### config.mk
export PLATFORM = sky130hd
export DESIGN_NAME = heartbeat_table_with_timeout_top
export DESIGN_NICKNAME = d
export VERILOG_FILES = /design/src/hbt_pkg.sv /design/src/hbt_front.sv /design/src/hbt_back.sv /design/src/heartbeat_table_with_timeout_top.sv
export SDC_FILE = /design/constraint.sdc
export NUM_CORES = 2
export LEC_CHECK = 0
export ABC_AREA = 1
export CAP_MARGIN = 40
export CORE_MARGIN = 5
export CORE_UTILIZATION = 29
export CTS_CLUSTER_SIZE = 12
export DETAILED_ROUTE_END_ITERATION = 16
export DONT_BUFFER_PORTS = 1
export PLACE_DENSITY_LB_ADDON = 0.3
export SETUP_SLACK_MARGIN = 0.05
export SYNTH_ARGS = -nofsm -noshare
export SYNTH_HDL_FRONTEND = slang
export SYNTH_SLANG_ARGS = --single-unit
### constraint.sdc
create_clock -name clk_i -period 22.3 [get_ports clk_i]
set_input_delay 4.46 -clock clk_i [delete_from_list [all_inputs] [get_ports clk_i]]
set_output_delay 4.46 -clock clk_i [all_outputs]
set_load 0.05 [all_outputs]
### src/hbt_pkg.sv
`timescale 1ns / 1ps
`default_nettype none
package hbt_pkg;

  localparam int NUM_SLOTS   = 16;
  localparam int IDX_W       = (NUM_SLOTS > 1) ? $clog2(NUM_SLOTS) : 1;
  localparam int MAX_RESULTS = 16;
  localparam int RES_CNT_W   = $clog2(MAX_RESULTS + 1);
  localparam int QUEUE_DEPTH = 2;
  localparam int QPTR_W      = (QUEUE_DEPTH > 1) ? $clog2(QUEUE_DEPTH) : 1;
  localparam int QCNT_W      = $clog2(QUEUE_DEPTH + 1);
  localparam int ADDR_W      = 3;

  localparam logic [31:0] TIMEOUT_RESET = 32'd15000;

  typedef enum logic {
    OP_HEARTBEAT = 1'b0,
    OP_CHECK     = 1'b1
  } op_e;

  typedef enum logic [2:0] {
    EV_REGISTERED  = 3'd0,
    EV_RECONNECTED = 3'd1,
    EV_REFRESHED   = 3'd2,
    EV_FULL        = 3'd3,
    EV_LOST        = 3'd4
  } event_e;

  typedef enum logic [2:0] {
    B_IDLE,
    B_HB_SCAN,
    B_HB_DONE,
    B_CHK_SCAN,
    B_CHK_DONE
  } back_state_e;

  typedef struct packed {
    logic        operation;
    logic [31:0] node_address;
    logic [15:0] room_tag;
    logic [31:0] now_ms;
  } in_item_t;

  typedef struct packed {
    logic [2:0]  event_res;
    logic [3:0]  slot;
    logic [31:0] node_address_res;
    logic [15:0] room_tag_res;
    logic        last;
  } out_item_t;

  typedef struct packed {
    op_e         op;
    logic [31:0] node_address;
    logic [15:0] room_tag;
    logic [31:0] now_ms;
  } cmd_t;

endpackage
`default_nettype wire

### src/hbt_front.sv
`timescale 1ns / 1ps
`default_nettype none
module hbt_front (
  input  logic             clk_i,
  input  logic             rst_ni,
  input  logic             start_i,
  output logic             busy_o,
  input  hbt_pkg::in_item_t item_i,
  output hbt_pkg::cmd_t    cmd_o,
  output logic             cmd_valid_o,
  input  logic             cmd_pop_i
);
  import hbt_pkg::*;

  cmd_t              q_mem [QUEUE_DEPTH];
  logic [QPTR_W-1:0] wr_ptr_q, wr_ptr_d;
  logic [QPTR_W-1:0] rd_ptr_q, rd_ptr_d;
  logic [QCNT_W-1:0] cnt_q, cnt_d;
  logic              push, pop;
  cmd_t              cmd_in;

  // classify the incoming word
  always_comb begin
    cmd_in.op           = item_i.operation ? OP_CHECK : OP_HEARTBEAT;
    cmd_in.node_address = item_i.node_address;
    cmd_in.room_tag     = item_i.room_tag;
    cmd_in.now_ms       = item_i.now_ms;
  end

  assign busy_o      = (cnt_q == QCNT_W'(QUEUE_DEPTH));
  assign cmd_valid_o = (cnt_q != '0);
  assign cmd_o       = q_mem[rd_ptr_q];
  assign push        = start_i && !busy_o;
  assign pop         = cmd_pop_i && cmd_valid_o;

  always_comb begin
    wr_ptr_d = wr_ptr_q;
    rd_ptr_d = rd_ptr_q;
    cnt_d    = cnt_q;
    if (push) begin
      wr_ptr_d = (wr_ptr_q == QPTR_W'(QUEUE_DEPTH - 1)) ? '0 : QPTR_W'(wr_ptr_q + 1'b1);
    end
    if (pop) begin
      rd_ptr_d = (rd_ptr_q == QPTR_W'(QUEUE_DEPTH - 1)) ? '0 : QPTR_W'(rd_ptr_q + 1'b1);
    end
    if (push && !pop) begin
      cnt_d = QCNT_W'(cnt_q + 1'b1);
    end else if (pop && !push) begin
      cnt_d = QCNT_W'(cnt_q - 1'b1);
    end
  end

  always_ff @(posedge clk_i or negedge rst_ni) begin
    if (!rst_ni) begin
      wr_ptr_q <= '0;
      rd_ptr_q <= '0;
      cnt_q    <= '0;
    end else begin
      wr_ptr_q <= wr_ptr_d;
      rd_ptr_q <= rd_ptr_d;
      cnt_q    <= cnt_d;
    end
  end

  always_ff @(posedge clk_i) begin
    if (push) begin
      q_mem[wr_ptr_q] <= cmd_in;
    end
  end

endmodule
`default_nettype wire

### src/hbt_back.sv
`timescale 1ns / 1ps
`default_nettype none
module hbt_back (
  input  logic              clk_i,
  input  logic              rst_ni,
  input  hbt_pkg::cmd_t     cmd_i,
  input  logic              cmd_valid_i,
  output logic              cmd_pop_o,
  input  logic [31:0]       timeout_ms_i,
  output logic              result_strobe_o,
  output hbt_pkg::out_item_t result_o
);
  import hbt_pkg::*;

  back_state_e state_q, state_d;

  // slot table
  logic        used_q   [NUM_SLOTS];
  logic        online_q [NUM_SLOTS];
  logic [31:0] addr_mem [NUM_SLOTS];
  logic [15:0] room_mem [NUM_SLOTS];
  logic [31:0] seen_mem [NUM_SLOTS];

  cmd_t                 cmd_q;
  logic [IDX_W-1:0]     idx_q;
  logic                 hit_found_q, free_found_q;
  logic [IDX_W-1:0]     hit_idx_q, free_idx_q;
  logic                 pend_valid_q;
  out_item_t            pend_q;
  logic [RES_CNT_W-1:0] res_cnt_q;
  logic                 strobe_q;
  out_item_t            res_q;

  logic        last_idx;
  logic        rd_used, rd_online, rd_hit, rd_lost;
  logic [31:0] rd_age;

  // result and slot-write controls
  logic             emit;
  out_item_t        emit_data;
  logic             wr_en;
  logic [IDX_W-1:0] wr_idx;
  logic             wr_new;
  event_e           hb_ev;

  assign last_idx  = (idx_q == IDX_W'(NUM_SLOTS - 1));
  assign rd_used   = used_q[idx_q];
  assign rd_online = online_q[idx_q];
  assign rd_age    = cmd_q.now_ms - seen_mem[idx_q];
  assign rd_hit    = rd_used && (addr_mem[idx_q] == cmd_q.node_address);
  assign rd_lost   = rd_used && rd_online && (rd_age > timeout_ms_i)
                     && (res_cnt_q < RES_CNT_W'(MAX_RESULTS));

  always_comb begin
    state_d = state_q;
    unique case (state_q)
      B_IDLE: begin
        if (cmd_valid_i) begin
          state_d = (cmd_i.op == OP_CHECK) ? B_CHK_SCAN : B_HB_SCAN;
        end
      end
      B_HB_SCAN: begin
        if (last_idx) state_d = B_HB_DONE;
      end
      B_CHK_SCAN: begin
        if (last_idx) state_d = B_CHK_DONE;
      end
      B_HB_DONE:  state_d = B_IDLE;
      B_CHK_DONE: state_d = B_IDLE;
      default:    state_d = B_IDLE;
    endcase
  end

  always_comb begin
    cmd_pop_o = 1'b0;
    emit      = 1'b0;
    emit_data = pend_q;
    wr_en     = 1'b0;
    wr_idx    = hit_idx_q;
    wr_new    = 1'b0;
    hb_ev     = EV_FULL;
    unique case (state_q)
      B_IDLE: cmd_pop_o = cmd_valid_i;
      B_HB_DONE: begin
        emit = 1'b1;
        if (hit_found_q) begin
          hb_ev  = online_q[hit_idx_q] ? EV_REFRESHED : EV_RECONNECTED;
          wr_en  = 1'b1;
          wr_idx = hit_idx_q;
        end else if (free_found_q) begin
          hb_ev  = EV_REGISTERED;
          wr_en  = 1'b1;
          wr_idx = free_idx_q;
          wr_new = 1'b1;
        end
        emit_data.event_res        = hb_ev;
        // table full reports slot zero
        emit_data.slot             = wr_en ? 4'(wr_idx) : 4'd0;
        emit_data.node_address_res = cmd_q.node_address;
        emit_data.room_tag_res     = cmd_q.room_tag;
        emit_data.last             = 1'b1;
      end
      B_CHK_SCAN: begin
        // a held loss goes out once a later one shows it was not the final one
        emit           = rd_lost && pend_valid_q;
        emit_data.last = 1'b0;
      end
      B_CHK_DONE: begin
        emit           = pend_valid_q;
        emit_data.last = 1'b1;
      end
      default: ;
    endcase
  end

  always_ff @(posedge clk_i or negedge rst_ni) begin
    if (!rst_ni) begin
      state_q      <= B_IDLE;
      idx_q        <= '0;
      hit_found_q  <= 1'b0;
      free_found_q <= 1'b0;
      pend_valid_q <= 1'b0;
      res_cnt_q    <= '0;
      strobe_q     <= 1'b0;
      for (int i = 0; i < NUM_SLOTS; i++) begin
        used_q[i]   <= 1'b0;
        online_q[i] <= 1'b0;
      end
    end else begin
      state_q  <= state_d;
      strobe_q <= emit;
      if (cmd_pop_o) begin
        idx_q        <= '0;
        hit_found_q  <= 1'b0;
        free_found_q <= 1'b0;
        pend_valid_q <= 1'b0;
        res_cnt_q    <= '0;
      end
      if (state_q == B_HB_SCAN) begin
        idx_q <= IDX_W'(idx_q + 1'b1);
        if (rd_hit && !hit_found_q) hit_found_q <= 1'b1;
        if (!rd_used && !free_found_q) free_found_q <= 1'b1;
      end
      if (state_q == B_CHK_SCAN) begin
        idx_q <= IDX_W'(idx_q + 1'b1);
        if (rd_lost) begin
          online_q[idx_q] <= 1'b0;
          pend_valid_q    <= 1'b1;
          res_cnt_q       <= RES_CNT_W'(res_cnt_q + 1'b1);
        end
      end
      if (wr_en) begin
        online_q[wr_idx] <= 1'b1;
        if (wr_new) used_q[wr_idx] <= 1'b1;
      end
    end
  end

  always_ff @(posedge clk_i) begin
    if (cmd_pop_o) cmd_q <= cmd_i;
    if (state_q == B_HB_SCAN) begin
      if (rd_hit && !hit_found_q) hit_idx_q <= idx_q;
      if (!rd_used && !free_found_q) free_idx_q <= idx_q;
    end
    if (state_q == B_CHK_SCAN && rd_lost) begin
      pend_q.event_res        <= EV_LOST;
      pend_q.slot             <= 4'(idx_q);
      pend_q.node_address_res <= addr_mem[idx_q];
      pend_q.room_tag_res     <= room_mem[idx_q];
      pend_q.last             <= 1'b0;
    end
    if (emit) res_q <= emit_data;
  end

  always_ff @(posedge clk_i) begin
    if (wr_en) begin
      addr_mem[wr_idx] <= cmd_q.node_address;
      room_mem[wr_idx] <= cmd_q.room_tag;
      seen_mem[wr_idx] <= cmd_q.now_ms;
    end
  end

  assign result_strobe_o = strobe_q;
  assign result_o        = res_q;

endmodule
`default_nettype wire

### src/heartbeat_table_with_timeout_top.sv
`timescale 1ns / 1ps
`default_nettype none
// Liveness table of 16 node slots. A word is taken when start is high and busy is low; a
// two-entry command queue sits in front of the slot engine, so busy rises only when two
// words wait. Every word, heartbeat or check, takes the engine through the same steps: it
// fetches the command, walks the table a slot per cycle, then finishes the word. A
// heartbeat gives one result; a check gives one result per node found lost, at most one
// per cycle, and none when nothing aged out. Results appear on result_o for exactly one
// cycle with result_strobe_o high and cannot be stalled, so the receiver must take every
// result as it comes. timeout_ms sits at byte address 0 of the register port and must only
// be written while the table is idle.
module heartbeat_table_with_timeout_top (
  input  logic                       clk_i,
  input  logic                       rst_ni,
  input  logic                       start,
  output logic                       busy,
  input  hbt_pkg::in_item_t          item_i,
  output logic                       result_strobe_o,
  output hbt_pkg::out_item_t         result_o,
  input  logic                       psel,
  input  logic                       penable,
  input  logic                       pwrite,
  input  logic [hbt_pkg::ADDR_W-1:0] paddr,
  input  logic [31:0]                pwdata,
  output logic [31:0]                prdata,
  output logic                       pready
);
  import hbt_pkg::*;

  localparam logic REG_TIMEOUT = 1'b0;

  logic [31:0] timeout_q;
  logic        cfg_wr;
  cmd_t        cmd;
  logic        cmd_valid;
  logic        cmd_pop;

  assign pready = 1'b1;
  assign cfg_wr = psel && penable && pwrite && (paddr[2] == REG_TIMEOUT);
  assign prdata = (paddr[2] == REG_TIMEOUT) ? timeout_q : 32'd0;

  always_ff @(posedge clk_i or negedge rst_ni) begin
    if (!rst_ni) begin
      timeout_q <= TIMEOUT_RESET;
    end else if (cfg_wr) begin
      timeout_q <= pwdata;
    end
  end

  hbt_front u_front (
    .clk_i       (clk_i),
    .rst_ni      (rst_ni),
    .start_i     (start),
    .busy_o      (busy),
    .item_i      (item_i),
    .cmd_o       (cmd),
    .cmd_valid_o (cmd_valid),
    .cmd_pop_i   (cmd_pop)
  );

  hbt_back u_back (
    .clk_i           (clk_i),
    .rst_ni          (rst_ni),
    .cmd_i           (cmd),
    .cmd_valid_i     (cmd_valid),
    .cmd_pop_o       (cmd_pop),
    .timeout_ms_i    (timeout_q),
    .result_strobe_o (result_strobe_o),
    .result_o        (result_o)
  );

endmodule
`default_nettype wire

# Yosys cells after proc, flatten, opt, wreduce, memory -nomap -nowiden
# Memories as Yosys holds them, arrays and structs flattened. A register that Yosys moved wholly into a read port is not among the register bits.
# Cells that the tools add are included.
# totals
ff_bits	264
memories	4
elab_cells	186
in_bits	122
ramBits	1442
# classes
n_reduce_logical	32
magnitude_cmp	7
bitwise	8
mux	63
n_addsub	7
n_eq_ne	10
# memory_table
name	depth	word_bits	read_ports	rd_ports_with_merged_regs	wr	line_no	source
u_back.addr_mem	16	32	1	0	1	hbt_back.sv:20	logic [31:0] addr_mem [NUM_SLOTS];
u_back.seen_mem	16	32	1	0	1	hbt_back.sv:22	logic [31:0] seen_mem [NUM_SLOTS];
u_back.room_mem	16	16	1	1	1	hbt_back.sv:21	logic [15:0] room_mem [NUM_SLOTS];
u_front.q_mem	2	81	1	0	1	hbt_front.sv:15	cmd_t q_mem [QUEUE_DEPTH];
# ops
op	n
2-to-1 mux 52 bit	1
2-to-1 mux 16 bit	3
== test 32 bit	1
> comparator 32 bit	1
2-to-1 mux 1 bit	32
2-to-1 mux 32 bit	1
OR 16 bit	2
subtractor 32 bit	1
2-to-1 mux 4 bit	7
logical AND 1 bit	17
bitwise AND 16 bit	1
inverter 16 bit	1
>= comparator 5 bit (second input constant)	3
2-to-1 mux 5 bit	3
inverter 4 -> 5 bit	3
binary-select mux 1 bit (select 4 bit)	3
2-to-1 mux 2 bit	6
less-than comparator 5 x 1 -> 1 bit (second input constant)	2
2-to-1 mux 3 bit	3
one-hot mux 3 bit (3 select lines)	1
demux 1 bit (select 4 bit)	2
== test 3 x 2 -> 1 bit (second input constant)	2
logical NOT 1 bit	6
inequality test 2 x 1 -> 1 bit (second input constant)	3
other kinds (18)	22

# Depth between registers and ports, before layout
# depth
word_depth	11
mapped_depth	35
mapped_depth_nobuf	28

# Cells and area by module
# From an unflattened synthesis, not the netlist that was laid out.
# unflattened
hier_cells	5942
area_unflattened_um2	70642.8
# by_module_without_submodules
module	area_each_um2	seq_area_each_um2	n_inst	cells_per_inst
hbt_back	62891.6	45523.7	1	5276
hbt_front	6155.9	4964.8	1	454
heartbeat_table_with_timeout_top	1595.3	809.5	1	212

# Least setup slack after synthesis
# Ideal clock, no wire load.
# synth_path
path_kind	input -> output
from	input paddr[2] (netlist name)
to	output prdata[10]
slack_ps	12373
arrival_time_ps	5467
cell_stages	3
path_buffers	2
path_cell_list	clkbuf_1 clkbuf_1 nor2_1
# synth_between
elab_chain_len	1
# synth_lines
item	line_no	source
start, declared	heartbeat_table_with_timeout_top.sv:23	input logic [hbt_pkg::ADDR_W-1:0] paddr,
2-to-1 mux 32 bit	heartbeat_table_with_timeout_top.sv:40	assign prdata = (paddr[2] == REG_TIMEOUT) ? timeout_q : 32'd0;
end, declared	heartbeat_table_with_timeout_top.sv:25	output logic [31:0] prdata,
# Every way passes these cells.

# Final worst setup path
# layout_path
from	input paddr[2] (netlist name)
to	output prdata[29]
# The elaborated chain is that of the path after synthesis.

==> reports/summary.txt <==
Global-route wire length before repair: 288000 µm
Switching share of power: 38.9%
Compound-cell area share of the yosys netlist: 8.91%
Tightest slew margin relative to the limit: 14.2%
CP Depth: 2
Synth Area in Adders: 1.28%
Worst-margin pin slew: 1.29 ns
Final hold slack: 0.457 ns
Outcome: complete, no violations
Mux cell area share after synthesis: 0%
Relative contribution of combinational cells to total power: 35.1%
Drt first pass iters: 6
Number of vias per cell: 4.76
Maximum number of pins on one net before global-route repair: 247
Post-CTS Setup Repair Bufs: 0
Hold buffer count at CTS: 0
Simple-Gate Fraction of Synth Area: 12.6%
Count of mapped cells out of synthesis: 5866
Remaining DRCs: 0
Area share of xor/xnor cells in the synthesized design: 0.424%
Share of layout cells above drive strength 1: 7.48%
Shortest clock period the worst path allows after layout: 9.23 ns
RePlAce Congestion: 0.795
DIE WIDTH: 502 µm
Main synth FF type: sky130_fd_sc_hd__edfxtp_1
Critical R2R Launch: u_back.idx_q[0]
Path category of the worst min-delay check: register to register
Growth of design area from synthesis to finish: 14.7%
Unique masters post-synth: 42
Via Count: 43900
H-tree levels: 4
Capture instance of the worst register-to-register path: u_back.pend_q[7]
Highest ir drop seen on vdd: 0.000154 V
Number of synthesis warnings: 0
Post-CTS clock slew at the launch and capture registers of the worst setup and hold paths: 0.06 ns
Layout Skew: 0.0561 ns
Tot GR Track Use: 15.4%
Largest cells by area after synthesis: sky130_fd_sc_hd__edfxtp_1 70%, sky130_fd_sc_hd__nand2_1 6.5%, sky130_fd_sc_hd__nor2_1 4.9%, sky130_fd_sc_hd__o21ai_0 4.4%, sky130_fd_sc_hd__dfrtp_1 2.7%
Final routed wirelength across all metal layers: 199000 µm
Filler Cells Inserted: 23600
Detail-routed net length per standard cell: 21.6 µm
Clk buf depth: 3
Register-to-register setup slack: 14.14 ns
WP data required: 17.84 ns
First DRT Iteration DRCs: 4067
Row count: 180
Detailed Place HPWL: 110000 µm
Startpoint types: primary input
Number of I/O port buffers: 0
Data arrival time of the worst path: 4.77 ns
Clock network fraction of total power: 26.1%
Total CTS buffers: 183
Die Y: 502 µm
Worst path top cell family by delay: buffers and inverters
Vias in the first global route: 42200
Launch point of the worst path: paddr[2]
Kind of critical path: primary input to primary output
Maximum net fanout on the critical path: 33
Buf+Inv Stages, Crit Path: 1
Hold Violations, Final: 0
Starting density of the core: 29.2%
Slowest Stage Delay on Critical Path: 0.21 ns
Worst path slowest cell: sky130_fd_sc_hd__buf_4
P_int: 0.00681 W
Final core utilization: 33.4%
Final Cycle Share: 41.4%
Total Neg Setup Slack: 0 ns
Leak Pwr: 28.7 nW
Cell chosen for the clock root: sky130_fd_sc_hd__clkbuf_16
Sequential area share after synthesis: 73.1%
Fmax: 0.108 GHz
Antenna violations before repair: 16
Per-instance average area after synthesis: 12.0 µm²
Register bit total from synthesis: 1722
Total nets after synthesis: 6059
Clock insertion delay at the later pin of the skew report: 0.84 ns
Cell Chain, Critical Path: nor2_1 > buf_4
Net count of the finished layout: 6084
Count of pins over their slew limit: 0
I/O pin cnt: 213
Post_cts resized: 0
Max-Cap Viols: 0
Number of enable-type register cells in the synthesized netlist: 1638
Critical path capture point type: primary output
Post-synthesis cell type with the largest combined area: sky130_fd_sc_hd__edfxtp_1
Setup crit end: prdata[29]
Synth top area share: 70.1%
Area of the core: 241000 µm²
Net switching power: 0.00434 W
Power Dens Cells: 139 nW/µm²
Final Setup Violations: 0
Combinational family with the most area after synthesis: simple AND/OR/NAND/NOR gates
Sequential power share: 38.9%
Number of antenna-violating nets in the routed design: 0
Die Footprint: 252000 µm²
Unrepaired setup endpoints after global routing: no
Netlist area before placement: 70200 µm²
Register-to-Register Path Depth: 27
Global route total overflow: 0
Clk sinks: 1722
TritonCTS clock tree: done
Total Power Consumption: 0.0112 W
Async S/R FF share, synth: 4.88%
[cell usage in the layout (no fill, tap or decap), types with 5 or more instances in the layout]
master                       synthesis  routed
sky130_fd_sc_hd__nor2_1            917     895
sky130_fd_sc_hd__clkinv_1            2      35
sky130_fd_sc_hd__buf_12              0      14
sky130_fd_sc_hd__buf_16              0      23
sky130_fd_sc_hd__a22o_1             30      30
sky130_fd_sc_hd__clkinvlp_4          0       6
sky130_fd_sc_hd__nor2_4              0      22
sky130_fd_sc_hd__a31oi_1            10       9
sky130_fd_sc_hd__o211ai_1            5       5
sky130_fd_sc_hd__buf_4              11     101
sky130_fd_sc_hd__clkbuf_1          191      52
sky130_fd_sc_hd__nand2_1          1224    1223
sky130_fd_sc_hd__o21ai_0           624     624
sky130_fd_sc_hd__inv_2               8       8
sky130_fd_sc_hd__o21a_1              9       9
sky130_fd_sc_hd__clkbuf_16           0     184
sky130_fd_sc_hd__dfstp_2             7       7
sky130_fd_sc_hd__a21o_1              6       6
sky130_fd_sc_hd__a221oi_2           18      18
sky130_fd_sc_hd__inv_1             322     319
sky130_fd_sc_hd__nor3_1             14      14
sky130_fd_sc_hd__clkinv_16           0       8
sky130_fd_sc_hd__ha_1               70      70
sky130_fd_sc_hd__dfrtp_1            77      74
sky130_fd_sc_hd__edfxtp_1         1638    1638
sky130_fd_sc_hd__xnor2_1             7       7
sky130_fd_sc_hd__a221oi_1           14      14
sky130_fd_sc_hd__o22ai_1           198     198
sky130_fd_sc_hd__xor2_1             27      27
sky130_fd_sc_hd__nand3_1            92      92
sky130_fd_sc_hd__a21oi_1            99      99
sky130_fd_sc_hd__bufinv_16           0       7
sky130_fd_sc_hd__o21ai_1            88      88
sky130_fd_sc_hd__clkinv_2            0      23
sky130_fd_sc_hd__nand4_1            36      36
[metrics by stage]
step                      instances  cell area [µm²]  setup WS [ns]
after global placement         8822            73700          12.70
final                          9219            80500          13.07
after CTS                      9213            80400          13.07
after floorplan                5866            70200          12.37
after detailed placement       8888            74700          13.07
after global routing           9219            80500          13.03
[final cells by class]
type / instances / area [µm²] / area share [%]
flip-flops and latches: 1722 / 51300 / 63.8
repair buffers: 143 / 1720 / 2.13
clock buffers: 238 / 4830 / 6.00
clock inverters: 87 / 877 / 1.09
multi-input cells: 3509 / 16500 / 20.5
inverters: 332 / 1270 / 1.57
diodes: 3 / 7.51 / 0.00933
well taps: 3185 / 3990 / 4.95
[how the worst min path moves through the flow]
stage                   endpoint  depth (start not counted)               from  slack (ns)
2_1_floorplan  u_back.used_q[11]                          2  u_back.used_q[11]        0.43
3_3_place_gp    u_back.used_q[5]                          2   u_back.used_q[5]        0.44
3_5_place_dp   u_back.used_q[12]                          2  u_back.used_q[12]        0.45
4_1_cts        u_back.used_q[12]                          2  u_back.used_q[12]        0.46
5_1_grt         u_back.used_q[0]                          2   u_back.used_q[0]        0.48
6_report       u_back.used_q[12]                          2  u_back.used_q[12]        0.46
[synthesized netlist by cell type, types with 3 or more instances]
cell and number:
sky130_fd_sc_hd__nand2_1 1224, sky130_fd_sc_hd__o21ai_1 88, sky130_fd_sc_hd__buf_1 6, sky130_fd_sc_hd__buf_2 87, sky130_fd_sc_hd__a21oi_1 99, sky130_fd_sc_hd__xor2_1 27
sky130_fd_sc_hd__nor3_1 14, sky130_fd_sc_hd__xnor2_1 7, sky130_fd_sc_hd__clkbuf_1 191, sky130_fd_sc_hd__nor2_1 917, sky130_fd_sc_hd__a221oi_1 14, sky130_fd_sc_hd__buf_4 11
sky130_fd_sc_hd__o221ai_1 4, sky130_fd_sc_hd__dfrtp_1 77, sky130_fd_sc_hd__o21bai_1 3, sky130_fd_sc_hd__nand4_1 36, sky130_fd_sc_hd__a31oi_1 10, sky130_fd_sc_hd__o21a_1 9
sky130_fd_sc_hd__inv_1 322, sky130_fd_sc_hd__a221oi_2 18, sky130_fd_sc_hd__nand3_1 92, sky130_fd_sc_hd__ha_1 70, sky130_fd_sc_hd__o22ai_1 198, sky130_fd_sc_hd__nor2_2 4
sky130_fd_sc_hd__edfxtp_1 1638, sky130_fd_sc_hd__a22o_1 30, sky130_fd_sc_hd__inv_2 8, sky130_fd_sc_hd__a21o_1 6, sky130_fd_sc_hd__dfstp_2 7, sky130_fd_sc_hd__o211ai_1 5
sky130_fd_sc_hd__buf_6 7, sky130_fd_sc_hd__o21ai_0 624
[per-layer routing]
layer  vias to the layer above  track usage (%)  share of wire [%]
met2                      1256             25.3                 47
met4                         0             5.69                3.6
met3                       292             2.61                5.8
li1                      20600                -                  -
met5                         -                0                  0
met1                     21800             20.4                 43
[kinds of logic after synthesis]
logic type,after synthesis
and+or+nand+nor,2291
DFF,1722
AOI/OAI and AO/OA,1112
buffers and inverters,635
adders and majority gates,71
xor gates and xnor gates,34
other,1
[power by group through the flow]
| stage | sequential (W) | clock [W] | combinational (W) |
|---|---|---|---|
| finish | 0.00434 | 0.00291 | 0.00391 |
| global route | 0.00437 | 0.00312 | 0.00436 |
| CTS | 0.00434 | 0.00298 | 0.00396 |
| detailed placement | 0.00440 | 0 | 0.00395 |
| global placement | 0.00439 | 0 | 0.00384 |
| floorplan | 0.00429 | 0 | 0.00261 |
[sequential cells by signal, summed over array words and instances, names as in the netlist, 2 cells and up]
signal,count
u_back.cmd_q,80
u_back.state_q,3
u_back.addr_mem,512
u_back.online_q,16
u_back.seen_mem,512
u_back.used_q,16
u_back.hit_idx_q,4
u_front.q_mem,162
u_back.result_o,56
u_back.pend_q,52
u_back.free_idx_q,4
u_back.res_cnt_q,5
timeout_q,32
u_back.room_mem,256
u_front.cnt_q,2
u_back.idx_q,4
Note: power is estimated with default switching activity, not from simulation.
